### src/rtl/core/tach_pkg.sv
// ----------------------------------------------------------------------------
// tach_pkg
// Shared types and constants of the fan tachometer rpm meter.
// ----------------------------------------------------------------------------
package tach_pkg;

    localparam int FREQ_WIDTH     = 27;
    localparam int TIMEOUT_WIDTH  = 8;
    localparam int DEBOUNCE_WIDTH = 10;
    localparam int STAMP_IN_WIDTH = 32;
    localparam int RPM_WIDTH      = 32;
    localparam int CFG_DATA_WIDTH = 27;
    localparam int CFG_IDX_WIDTH  = 2;

    // 60 * timer_freq needs 33 bits
    localparam int NUM_WIDTH = FREQ_WIDTH + 6;

    localparam logic [1:0] MODE_EDGE  = 2'd0;
    localparam logic [1:0] MODE_TICK  = 2'd1;
    localparam logic [1:0] MODE_QUERY = 2'd2;

    localparam logic [CFG_IDX_WIDTH-1:0] REG_TIMER_FREQ  = 2'd0;
    localparam logic [CFG_IDX_WIDTH-1:0] REG_RPM_TIMEOUT = 2'd1;
    localparam logic [CFG_IDX_WIDTH-1:0] REG_DEBOUNCE    = 2'd2;

    localparam logic [FREQ_WIDTH-1:0]     FREQ_RESET     = 27'd10000000;
    localparam logic [TIMEOUT_WIDTH-1:0]  TIMEOUT_RESET  = 8'd20;
    localparam logic [DEBOUNCE_WIDTH-1:0] DEBOUNCE_RESET = 10'd200;

    typedef struct packed {
        logic [1:0]                mode;
        logic                      channel;
        logic [STAMP_IN_WIDTH-1:0] timestamp;
        logic [DEBOUNCE_WIDTH-1:0] high_count;
    } in_item_t;

    typedef struct packed {
        logic [RPM_WIDTH-1:0] rpm;
        logic                 edge_accepted;
        logic                 running;
    } out_item_t;

    typedef enum logic [2:0] {
        ST_IDLE,
        ST_RD,
        ST_MOD,
        ST_TK_RD,
        ST_TK_MOD,
        ST_DIV,
        ST_RESP
    } state_t;

endpackage

### src/rtl/core/tach_div.sv
// ----------------------------------------------------------------------------
// tach_div
// Restoring divider, one quotient bit per cycle, result saturated to 32 bits.
// ----------------------------------------------------------------------------
module tach_div #(
    parameter int DEN_WIDTH = 32
) (
    input  logic                           clk,
    input  logic                           rst_n,
    input  logic                           start,
    input  logic [tach_pkg::NUM_WIDTH-1:0] numer,
    input  logic [DEN_WIDTH-1:0]           denom,
    output logic                           done,
    output logic [tach_pkg::RPM_WIDTH-1:0] quot
);

    localparam int NW = tach_pkg::NUM_WIDTH;
    localparam int CNT_WIDTH = $clog2(NW + 1);

    logic [DEN_WIDTH-1:0] rem_reg;
    logic [DEN_WIDTH-1:0] rem_next;
    logic [NW-1:0]        quot_reg;
    logic [NW-1:0]        quot_next;
    logic [DEN_WIDTH-1:0] den_reg;
    logic [CNT_WIDTH-1:0] cnt_reg;
    logic [CNT_WIDTH-1:0] cnt_next;
    logic                 run_reg;
    logic                 run_next;
    logic                 done_reg;
    logic                 done_next;
    logic [DEN_WIDTH:0]   trial;
    logic [DEN_WIDTH:0]   diff;

    assign trial = {rem_reg, quot_reg[NW-1]};
    assign diff  = trial - {1'b0, den_reg};

    always_comb
    begin
        rem_next  = rem_reg;
        quot_next = quot_reg;
        cnt_next  = cnt_reg;
        run_next  = run_reg;
        done_next = 1'b0;
        if (start)
        begin
            rem_next  = '0;
            quot_next = numer;
            cnt_next  = CNT_WIDTH'(NW);
            run_next  = 1'b1;
        end
        else if (run_reg)
        begin
            if (trial >= {1'b0, den_reg})
            begin
                rem_next  = diff[DEN_WIDTH-1:0];
                quot_next = {quot_reg[NW-2:0], 1'b1};
            end
            else
            begin
                rem_next  = trial[DEN_WIDTH-1:0];
                quot_next = {quot_reg[NW-2:0], 1'b0};
            end
            cnt_next = cnt_reg - 1'b1;
            if (cnt_reg == CNT_WIDTH'(1))
            begin
                run_next  = 1'b0;
                done_next = 1'b1;
            end
        end
    end

    always_ff @(posedge clk or negedge rst_n)
    begin
        if (!rst_n)
        begin
            run_reg  <= 1'b0;
            done_reg <= 1'b0;
            cnt_reg  <= '0;
        end
        else
        begin
            run_reg  <= run_next;
            done_reg <= done_next;
            cnt_reg  <= cnt_next;
        end
    end

    always_ff @(posedge clk)
    begin
        rem_reg  <= rem_next;
        quot_reg <= quot_next;
        if (start)
        begin
            den_reg <= denom;
        end
    end

    assign done = done_reg;
    // quotients above 32 bits (and a zero divisor) saturate
    assign quot = (quot_reg[NW-1:tach_pkg::RPM_WIDTH] != '0) ? '1
                : quot_reg[tach_pkg::RPM_WIDTH-1:0];

endmodule

### src/rtl/core/tachometer_rpm_meter.sv
// ----------------------------------------------------------------------------
// tachometer_rpm_meter
// Per-channel fan tachometer: edge periods, poll-driven rpm, timeout.
// ----------------------------------------------------------------------------
// Items are handled one at a time. An edge or a query passes from acceptance
// to result through a read of the channel memory, an update step and the
// load of the output register, which waits while the output stalls. A poll
// tick walks all channels through the same memory port, a read and an update
// step per channel, plus a run of the bit-serial divider for each channel
// that converts a new period.
// The channel state sits in a small synchronous memory; reset marks every
// entry as zero through per-entry valid bits, so no clearing pass is needed.
// Configuration writes are always taken (cfg_ready stays high).
module tachometer_rpm_meter #(
    parameter int CHANNELS    = 2,
    parameter int STAMP_WIDTH = 32
) (
    input  logic                                clk,
    input  logic                                rst_n,
    input  logic                                in_valid,
    output logic                                in_stall,
    input  tach_pkg::in_item_t                  in_data,
    output logic                                out_valid,
    input  logic                                out_stall,
    output tach_pkg::out_item_t                 out_data,
    input  logic                                cfg_valid,
    output logic                                cfg_ready,
    input  logic [tach_pkg::CFG_IDX_WIDTH-1:0]  cfg_index,
    input  logic [tach_pkg::CFG_DATA_WIDTH-1:0] cfg_data
);

    localparam int SW = (STAMP_WIDTH < tach_pkg::STAMP_IN_WIDTH) ? STAMP_WIDTH
                      : tach_pkg::STAMP_IN_WIDTH;
    localparam int CW = (CHANNELS > 1) ? $clog2(CHANNELS) : 1;

    typedef struct packed {
        logic [SW-1:0]                      last_stamp;
        logic [SW-1:0]                      period_count;
        logic                               pulse_pending;
        logic [tach_pkg::TIMEOUT_WIDTH-1:0] timeout_left;
        logic [tach_pkg::RPM_WIDTH-1:0]     rpm_value;
    } entry_t;

    tach_pkg::state_t state_reg;
    tach_pkg::state_t state_next;

    tach_pkg::in_item_t  item_reg;
    tach_pkg::out_item_t res_reg;
    tach_pkg::out_item_t res_next;
    tach_pkg::out_item_t out_reg;
    logic                out_valid_reg;
    logic                out_valid_next;

    logic [CW-1:0] idx_reg;
    logic [CW-1:0] idx_next;
    entry_t        ent_reg;

    logic [tach_pkg::FREQ_WIDTH-1:0]     freq_reg;
    logic [tach_pkg::TIMEOUT_WIDTH-1:0]  tmo_reg;
    logic [tach_pkg::DEBOUNCE_WIDTH-1:0] deb_reg;

    entry_t              mem [CHANNELS];
    logic [CHANNELS-1:0] valid_reg;
    entry_t              rd_data_reg;
    logic                rd_valid_reg;
    logic [CW-1:0]       rd_addr;
    logic                mem_we;
    logic [CW-1:0]       mem_wa;
    entry_t              mem_wd;

    entry_t cur;
    entry_t edge_ent;
    entry_t tick_ent;
    logic   qual;
    logic   later;
    logic   need_div;
    logic   last_chan;
    logic   chan_ok;
    logic   out_free;
    logic [SW-1:0] stamp;

    logic                           div_start;
    logic                           div_done;
    logic [tach_pkg::NUM_WIDTH-1:0] div_numer;
    logic [tach_pkg::RPM_WIDTH-1:0] div_quot;

    tach_div #(
        .DEN_WIDTH(SW)
    ) u_div (
        .clk   (clk),
        .rst_n (rst_n),
        .start (div_start),
        .numer (div_numer),
        .denom (cur.period_count),
        .done  (div_done),
        .quot  (div_quot)
    );

    // 60 * f as 64 * f - 4 * f
    assign div_numer = (tach_pkg::NUM_WIDTH'(freq_reg) << 6)
                     - (tach_pkg::NUM_WIDTH'(freq_reg) << 2);

    assign cur       = rd_valid_reg ? rd_data_reg : '0;
    assign stamp     = item_reg.timestamp[SW-1:0];
    assign qual      = item_reg.high_count < (deb_reg >> 2);
    assign later     = stamp > cur.last_stamp;
    assign need_div  = cur.pulse_pending && (cur.timeout_left != '0);
    assign last_chan = (32'(idx_reg) == 32'(CHANNELS - 1));
    assign chan_ok   = (32'(in_data.channel) < 32'(CHANNELS));
    assign out_free  = !out_valid_reg || !out_stall;

    always_comb
    begin
        edge_ent = cur;
        if (qual)
        begin
            edge_ent.last_stamp = stamp;
            if (later)
            begin
                edge_ent.period_count  = stamp - cur.last_stamp;
                edge_ent.pulse_pending = 1'b1;
            end
        end
    end

    always_comb
    begin
        tick_ent = cur;
        if (cur.pulse_pending)
        begin
            tick_ent.pulse_pending = 1'b0;
            tick_ent.timeout_left  = tmo_reg;
        end
        else if (cur.timeout_left != '0)
        begin
            tick_ent.timeout_left = cur.timeout_left - 1'b1;
        end
    end

    // next state
    always_comb
    begin
        state_next = state_reg;
        unique case (state_reg)
            tach_pkg::ST_IDLE:
            begin
                if (in_valid)
                begin
                    case (in_data.mode) inside
                        tach_pkg::MODE_TICK:
                            state_next = tach_pkg::ST_TK_RD;
                        tach_pkg::MODE_EDGE, tach_pkg::MODE_QUERY:
                            state_next = chan_ok ? tach_pkg::ST_RD : tach_pkg::ST_RESP;
                        default:
                            state_next = tach_pkg::ST_RESP;
                    endcase
                end
            end
            tach_pkg::ST_RD:     state_next = tach_pkg::ST_MOD;
            tach_pkg::ST_MOD:    state_next = tach_pkg::ST_RESP;
            tach_pkg::ST_TK_RD:  state_next = tach_pkg::ST_TK_MOD;
            tach_pkg::ST_TK_MOD:
            begin
                if (need_div)
                begin
                    state_next = tach_pkg::ST_DIV;
                end
                else
                begin
                    state_next = last_chan ? tach_pkg::ST_RESP : tach_pkg::ST_TK_RD;
                end
            end
            tach_pkg::ST_DIV:
            begin
                if (div_done)
                begin
                    state_next = last_chan ? tach_pkg::ST_RESP : tach_pkg::ST_TK_RD;
                end
            end
            tach_pkg::ST_RESP:
            begin
                if (out_free)
                begin
                    state_next = tach_pkg::ST_IDLE;
                end
            end
            default: state_next = tach_pkg::ST_IDLE;
        endcase
    end

    // datapath controls
    always_comb
    begin
        rd_addr        = idx_reg;
        mem_we         = 1'b0;
        mem_wa         = idx_reg;
        mem_wd         = tick_ent;
        div_start      = 1'b0;
        idx_next       = idx_reg;
        res_next       = res_reg;
        out_valid_next = out_valid_reg && out_stall;
        unique case (state_reg)
            tach_pkg::ST_IDLE:
            begin
                idx_next = '0;
                res_next = '0;
            end
            tach_pkg::ST_RD:
            begin
                rd_addr = CW'(item_reg.channel);
            end
            tach_pkg::ST_MOD:
            begin
                mem_wa = CW'(item_reg.channel);
                mem_wd = edge_ent;
                mem_we = (item_reg.mode == tach_pkg::MODE_EDGE);
                if (cur.timeout_left != '0)
                begin
                    res_next.rpm     = cur.rpm_value;
                    res_next.running = 1'b1;
                end
                res_next.edge_accepted = mem_we && qual && later;
            end
            tach_pkg::ST_TK_RD:
            begin
                rd_addr = idx_reg;
            end
            tach_pkg::ST_TK_MOD:
            begin
                if (need_div)
                begin
                    div_start = 1'b1;
                end
                else
                begin
                    mem_we   = 1'b1;
                    idx_next = idx_reg + 1'b1;
                end
            end
            tach_pkg::ST_DIV:
            begin
                mem_wd           = ent_reg;
                mem_wd.rpm_value = div_quot;
                if (div_done)
                begin
                    mem_we   = 1'b1;
                    idx_next = idx_reg + 1'b1;
                end
            end
            tach_pkg::ST_RESP:
            begin
                if (out_free)
                begin
                    out_valid_next = 1'b1;
                end
            end
            default: ;
        endcase
    end

    always_ff @(posedge clk or negedge rst_n)
    begin
        if (!rst_n)
        begin
            state_reg     <= tach_pkg::ST_IDLE;
            out_valid_reg <= 1'b0;
            valid_reg     <= '0;
            rd_valid_reg  <= 1'b0;
            idx_reg       <= '0;
            freq_reg      <= tach_pkg::FREQ_RESET;
            tmo_reg       <= tach_pkg::TIMEOUT_RESET;
            deb_reg       <= tach_pkg::DEBOUNCE_RESET;
        end
        else
        begin
            state_reg     <= state_next;
            out_valid_reg <= out_valid_next;
            idx_reg       <= idx_next;
            rd_valid_reg  <= valid_reg[rd_addr];
            if (mem_we)
            begin
                valid_reg[mem_wa] <= 1'b1;
            end
            if (cfg_valid)
            begin
                case (cfg_index)
                    tach_pkg::REG_TIMER_FREQ:  freq_reg <= cfg_data;
                    tach_pkg::REG_RPM_TIMEOUT: tmo_reg  <= cfg_data[tach_pkg::TIMEOUT_WIDTH-1:0];
                    tach_pkg::REG_DEBOUNCE:    deb_reg  <= cfg_data[tach_pkg::DEBOUNCE_WIDTH-1:0];
                    default: ;
                endcase
            end
        end
    end

    always_ff @(posedge clk)
    begin
        if (mem_we)
        begin
            mem[mem_wa] <= mem_wd;
        end
        rd_data_reg <= mem[rd_addr];
    end

    always_ff @(posedge clk)
    begin
        res_reg <= res_next;
        if (state_reg == tach_pkg::ST_IDLE && in_valid)
        begin
            item_reg <= in_data;
        end
        if (div_start)
        begin
            ent_reg <= tick_ent;
        end
        if (state_reg == tach_pkg::ST_RESP && out_free)
        begin
            out_reg <= res_reg;
        end
    end

    assign in_stall  = (state_reg != tach_pkg::ST_IDLE);
    assign out_valid = out_valid_reg;
    assign out_data  = out_reg;
    assign cfg_ready = 1'b1;

endmodule

### config.mk
export PLATFORM = sky130hd
export DESIGN_NAME = tachometer_rpm_meter
export DESIGN_NICKNAME = d
export VERILOG_FILES = /design/src/rtl/core/tach_pkg.sv /design/src/rtl/core/tach_div.sv /design/src/rtl/core/tachometer_rpm_meter.sv
export SDC_FILE = /design/constraint.sdc
export NUM_CORES = 1
export LEC_CHECK = 0
export BUFFER_PORTS_ARGS = -buffer_cell sky130_fd_sc_hd__buf_4
export CAP_MARGIN = 10
export CORE_UTILIZATION = 25
export DETAILED_ROUTE_END_ITERATION = 12
export HOLD_SLACK_MARGIN = 0.08
export PLACE_DENSITY_LB_ADDON = 0.3
export REMOVE_ABC_BUFFERS = 1
export SYNTH_ARGS = -nofsm -noshare
export SYNTH_HDL_FRONTEND = slang
export SYNTH_HIERARCHICAL = 1
export SYNTH_SLANG_ARGS = --single-unit
### constraint.sdc
create_clock -name clk -period 10.12 [get_ports clk]
set_input_delay 0.506 -clock clk [delete_from_list [all_inputs] [get_ports clk]]
set_output_delay 0.506 -clock clk [all_outputs]
set_load 0.01 [all_outputs]
==> results.py <==
metrics = {
    "status": {
        "status": "finished, final reports clean",
    },
    "global_routing": {
        "grtUsageMet2_pct": 20.0,
        "grt_usage_pct": 12.4,
        "grt_max_degree": 86,
        "grtUsageMet3_pct": 1.98,
        "busiest_layer": "met2",
        "antenna_found_initial": 6,
        "grt.overflow.total": 0,
        "grt_pass1_wl_um": 116000,
        "grtUsageMet1_pct": 16.9,
        "grt_pass1_vias": 19400,
    },
    "worst_setup_path": {
        "path_max_fanout": 72,
        "end_kind": "flip-flop",
        "required_ns": 10.59,
        "critPathKind": "flip-flop to flip-flop",
        "arrival_ns": 5.73,
        "startpoint_type": "flip-flop",
    },
    "yosys": {
        "synth_xor_area_share_pct": 2.32,
        "synth-edff-count": 460,
        "synth-warning-count": 6,
        "yosysTopAreaCell": "edfxtp_1",
        "synth-simple-area-share_pct": 10.3,
        "async_flop_share_pct": 8.99,
        "syn-cell-area_sq_um": 29800,
        "synth_top_area_share_pct": 46.3,
        "synthTopCellsByArea": "edfxtp_1 (46%), dfxtp_1 (9.2%), mux2_2 (4.8%)",
        "ys_ff_latch": 656,
        "syn_avg_cell_area_sq_um": 12.1,
        "synth_top_family_by_area": "compound AO/OA/AOI/OAI gates",
        "ys_types": 102,
        "synth_cells": 2465,
        "synth_adder_area_share_pct": 4.29,
        "synth_mux_area_share_pct": 7.22,
        "synth-compound-area-share_pct": 12.1,
        "yosysSeqAreaShare_pct": 60.6,
        "synth_top_flop_cell": "edfxtp_1",
    },
    "layout": {
        "drive_gt1_share_pct": 17.5,
        "n_antenna_cell": 0,
        "largest_reg_flops": 210,
        "seq_area_sq_um": 18100,
        "nets": 2820,
        "fillers": 12000,
        "syn_to_final_growth_pct": 19.4,
        "multi_input_area_sq_um": 10900,
    },
    "timing": {
        "tns_ns": 0,
        "finalSetupViolCount": 0,
        "drv_slew": 0,
        "max_freq_mhz": 190,
        "maxSlewHeadroom_pct": 21.0,
        "rsz0062_at_grt": "no",
        "tightest_slew_ns": 1.18,
        "period_needed_ns": 5.26,
        "period_share_pct": 52.0,
        "finalHoldViolCount": 0,
        "clock_skew_ns": 0.0326,
    },
    "worst_hold_path": {
        "hold_class": "input port to flip-flop",
    },
    "detailed_routing": {
        "wl_per_cell_um": 17.7,
        "drt-pass1-iter-count": 5,
        "dr.first_iter.drc_count": 1098,
        "num_vias": 19400,
        "drt_wl_total_um": 74900,
        "vias_per_cell": 4.58,
        "drc": 0,
        "antenna_left": 0,
    },
    "placement": {
        "place_congestion": 0.835,
        "detailed_place_hpwl_um": 48500,
        "portBuffers": 114,
    },
    "floorplanning": {
        "die_height_um": 347,
        "io-pin-count": 116,
        "dieWidth_um": 347,
        "initial_core_util_pct": 25.2,
        "die-area_sq_um": 121000,
        "core-area_sq_um": 118000,
        "rows": 126,
    },
    "power_and_ir_drop": {
        "p_total_mw": 12.2,
        "leakagePower_nw": 13.3,
        "power_density_nw_per_um2": 344,
        "irDropWorstVdd_mv": 0.136,
    },
    "clocking": {
        "cts.sinks": 656,
        "ctsHtreeMaxLevel": 3,
        "cts-buffers-inserted": 73,
        "clk_latency_ns": 0.64,
        "cts_resized": 0,
        "clock-root-buffer": "clkbuf_16",
        "cts_buffer_depth": 3,
        "clkTransAtPathRegs_ns": 0.06,
        "cts_hold_buf": 62,
        "postCtsSetupBuffers": 0,
        "tritoncts": "built",
    },
    "run": {
        "cap_viol_max_count": 0,
    },
}
final timing paths:
path / from / to / slack, ns / cells after the start
setup reg to reg: rd_valid_reg / u_div/rem_reg[16] / 4.86 / 11
hold / removal: cfg_data[8] / freq_reg[8] / 0.11 / 3
setup / recovery: rd_valid_reg / u_div/rem_reg[16] / 4.86 / 11
min in group asynchronous: rst_n / u_div/cnt_reg[4] / 0.28 / 2
max in group asynchronous: rst_n / rd_valid_reg / 8.60 / 3
hold reg to reg: res_reg[8] / out_data[8] / 0.41 / 0
synth_stat cells, drive strengths merged, types with 7 or more instances:
cell type	count
edfxtp	460
nand2	247
nor2	169
mux2	157
o21ai	155
dfxtp	137
inv	129
a21oi	127
ha	99
clkbuf	68
xnor2	52
dfrtp	46
and2	44
a22oi	40
a21o	38
mux2i	38
buf	35
or2	35
a211oi	28
nand3	27
xor2	27
o221ai	26
nand2b	22
nor3	21
and3	16
a31oi	15
nand4	15
o211ai	15
o21a	14
dfstp	13
a221o	12
o21bai	11
nor3b	10
nor2b	9
nand3b	7
placed cells by master, fill, tap and decap left out, types with 14 or more instances in the layout:
cell and count:
o221ai_1 26, ha_1 99, buf_4 140, clkbuf_1 14
nand4_1 15, o21ai_1 33, nand2_1 245, or2_2 35
mux2_2 126, a21o_1 38, edfxtp_1 460, nor3_1 20
o21a_1 14, dlygate4sd3_1 62, xnor2_1 52, o211ai_1 15
a211oi_1 26, dfxtp_1 137, nand3_1 27, mux2i_1 37
a21oi_1 124, inv_1 128, and2_1 41, nand2b_1 22
a22oi_1 40, xor2_1 27, dfrtp_1 45, clkbuf_16 74
mux2_1 30, o21ai_0 119, nor2_1 165
layout make-up:
cell class | instances | area share [%]
flip-flops and latches | 656 | 50.7
multi-input cells | 1575 | 30.6
clock buffers | 95 | 5.62
well taps | 1536 | 5.40
repair buffers | 202 | 4.70
clock inverters | 40 | 1.52
inverters | 132 | 1.39
cells by family (layout without fill, tap and decap cells):
kind of cell	count (synthesis)	count (layout)
flops	656	656
simple gates	650	650
compound gates	547	547
buf+inv	235	469
mux	195	195
fa+ha+maj	101	101
xor+xnor	79	79
other cells	2	3
metrics by stage:
stage | utilization (%) | hold slack, ns | worst slack [ns] | std cells | cell area [sq um]
finish | 30.1 | 0.109 | 4.86 | 4236 | 35600
floorplan | - | 0.210 | -1.00 | 2363 | 29400
detailed placement | 27.5 | 0.396 | 4.75 | 4039 | 32400
CTS | 30.1 | 0.0806 | 4.74 | 4236 | 35600
global route | 30.1 | 0.0992 | 4.33 | 4236 | 35600
global placement | 27.5 | 0.400 | 4.81 | 4039 | 32400
power breakdown:
| part | switching [mW] | internal, mW |
|---|---|---|
| Clock | 1.11 | 1.69 |
| Sequential | 0.397 | 4.21 |
| Combinational | 2.94 | 1.89 |
| Total | 4.45 | 7.79 |
per-layer routing:
metal	wire, um	vias to the layer above	part of all wire, %
met5	0	-	0
met4	1510	0	2.0
met3	2990	86	4.0
met2	34400	359	46
met1	36000	9552	48
li1	-	9412	-
worst max-delay path, stage by stage, from the launching register on:
cell and delay, ns:
dfrtp_4 0.86, buf_4 0.77, nand2_1 0.23, ha_1 0.34, nand3_1 0.27, nand3_1 0.15, nor2_1 0.33, and2_4 0.36
buf_4 0.80, buf_4 0.67, nand4b_1 0.20, o221ai_1 0.10
Note: power is estimated with default switching activity, not from simulation.
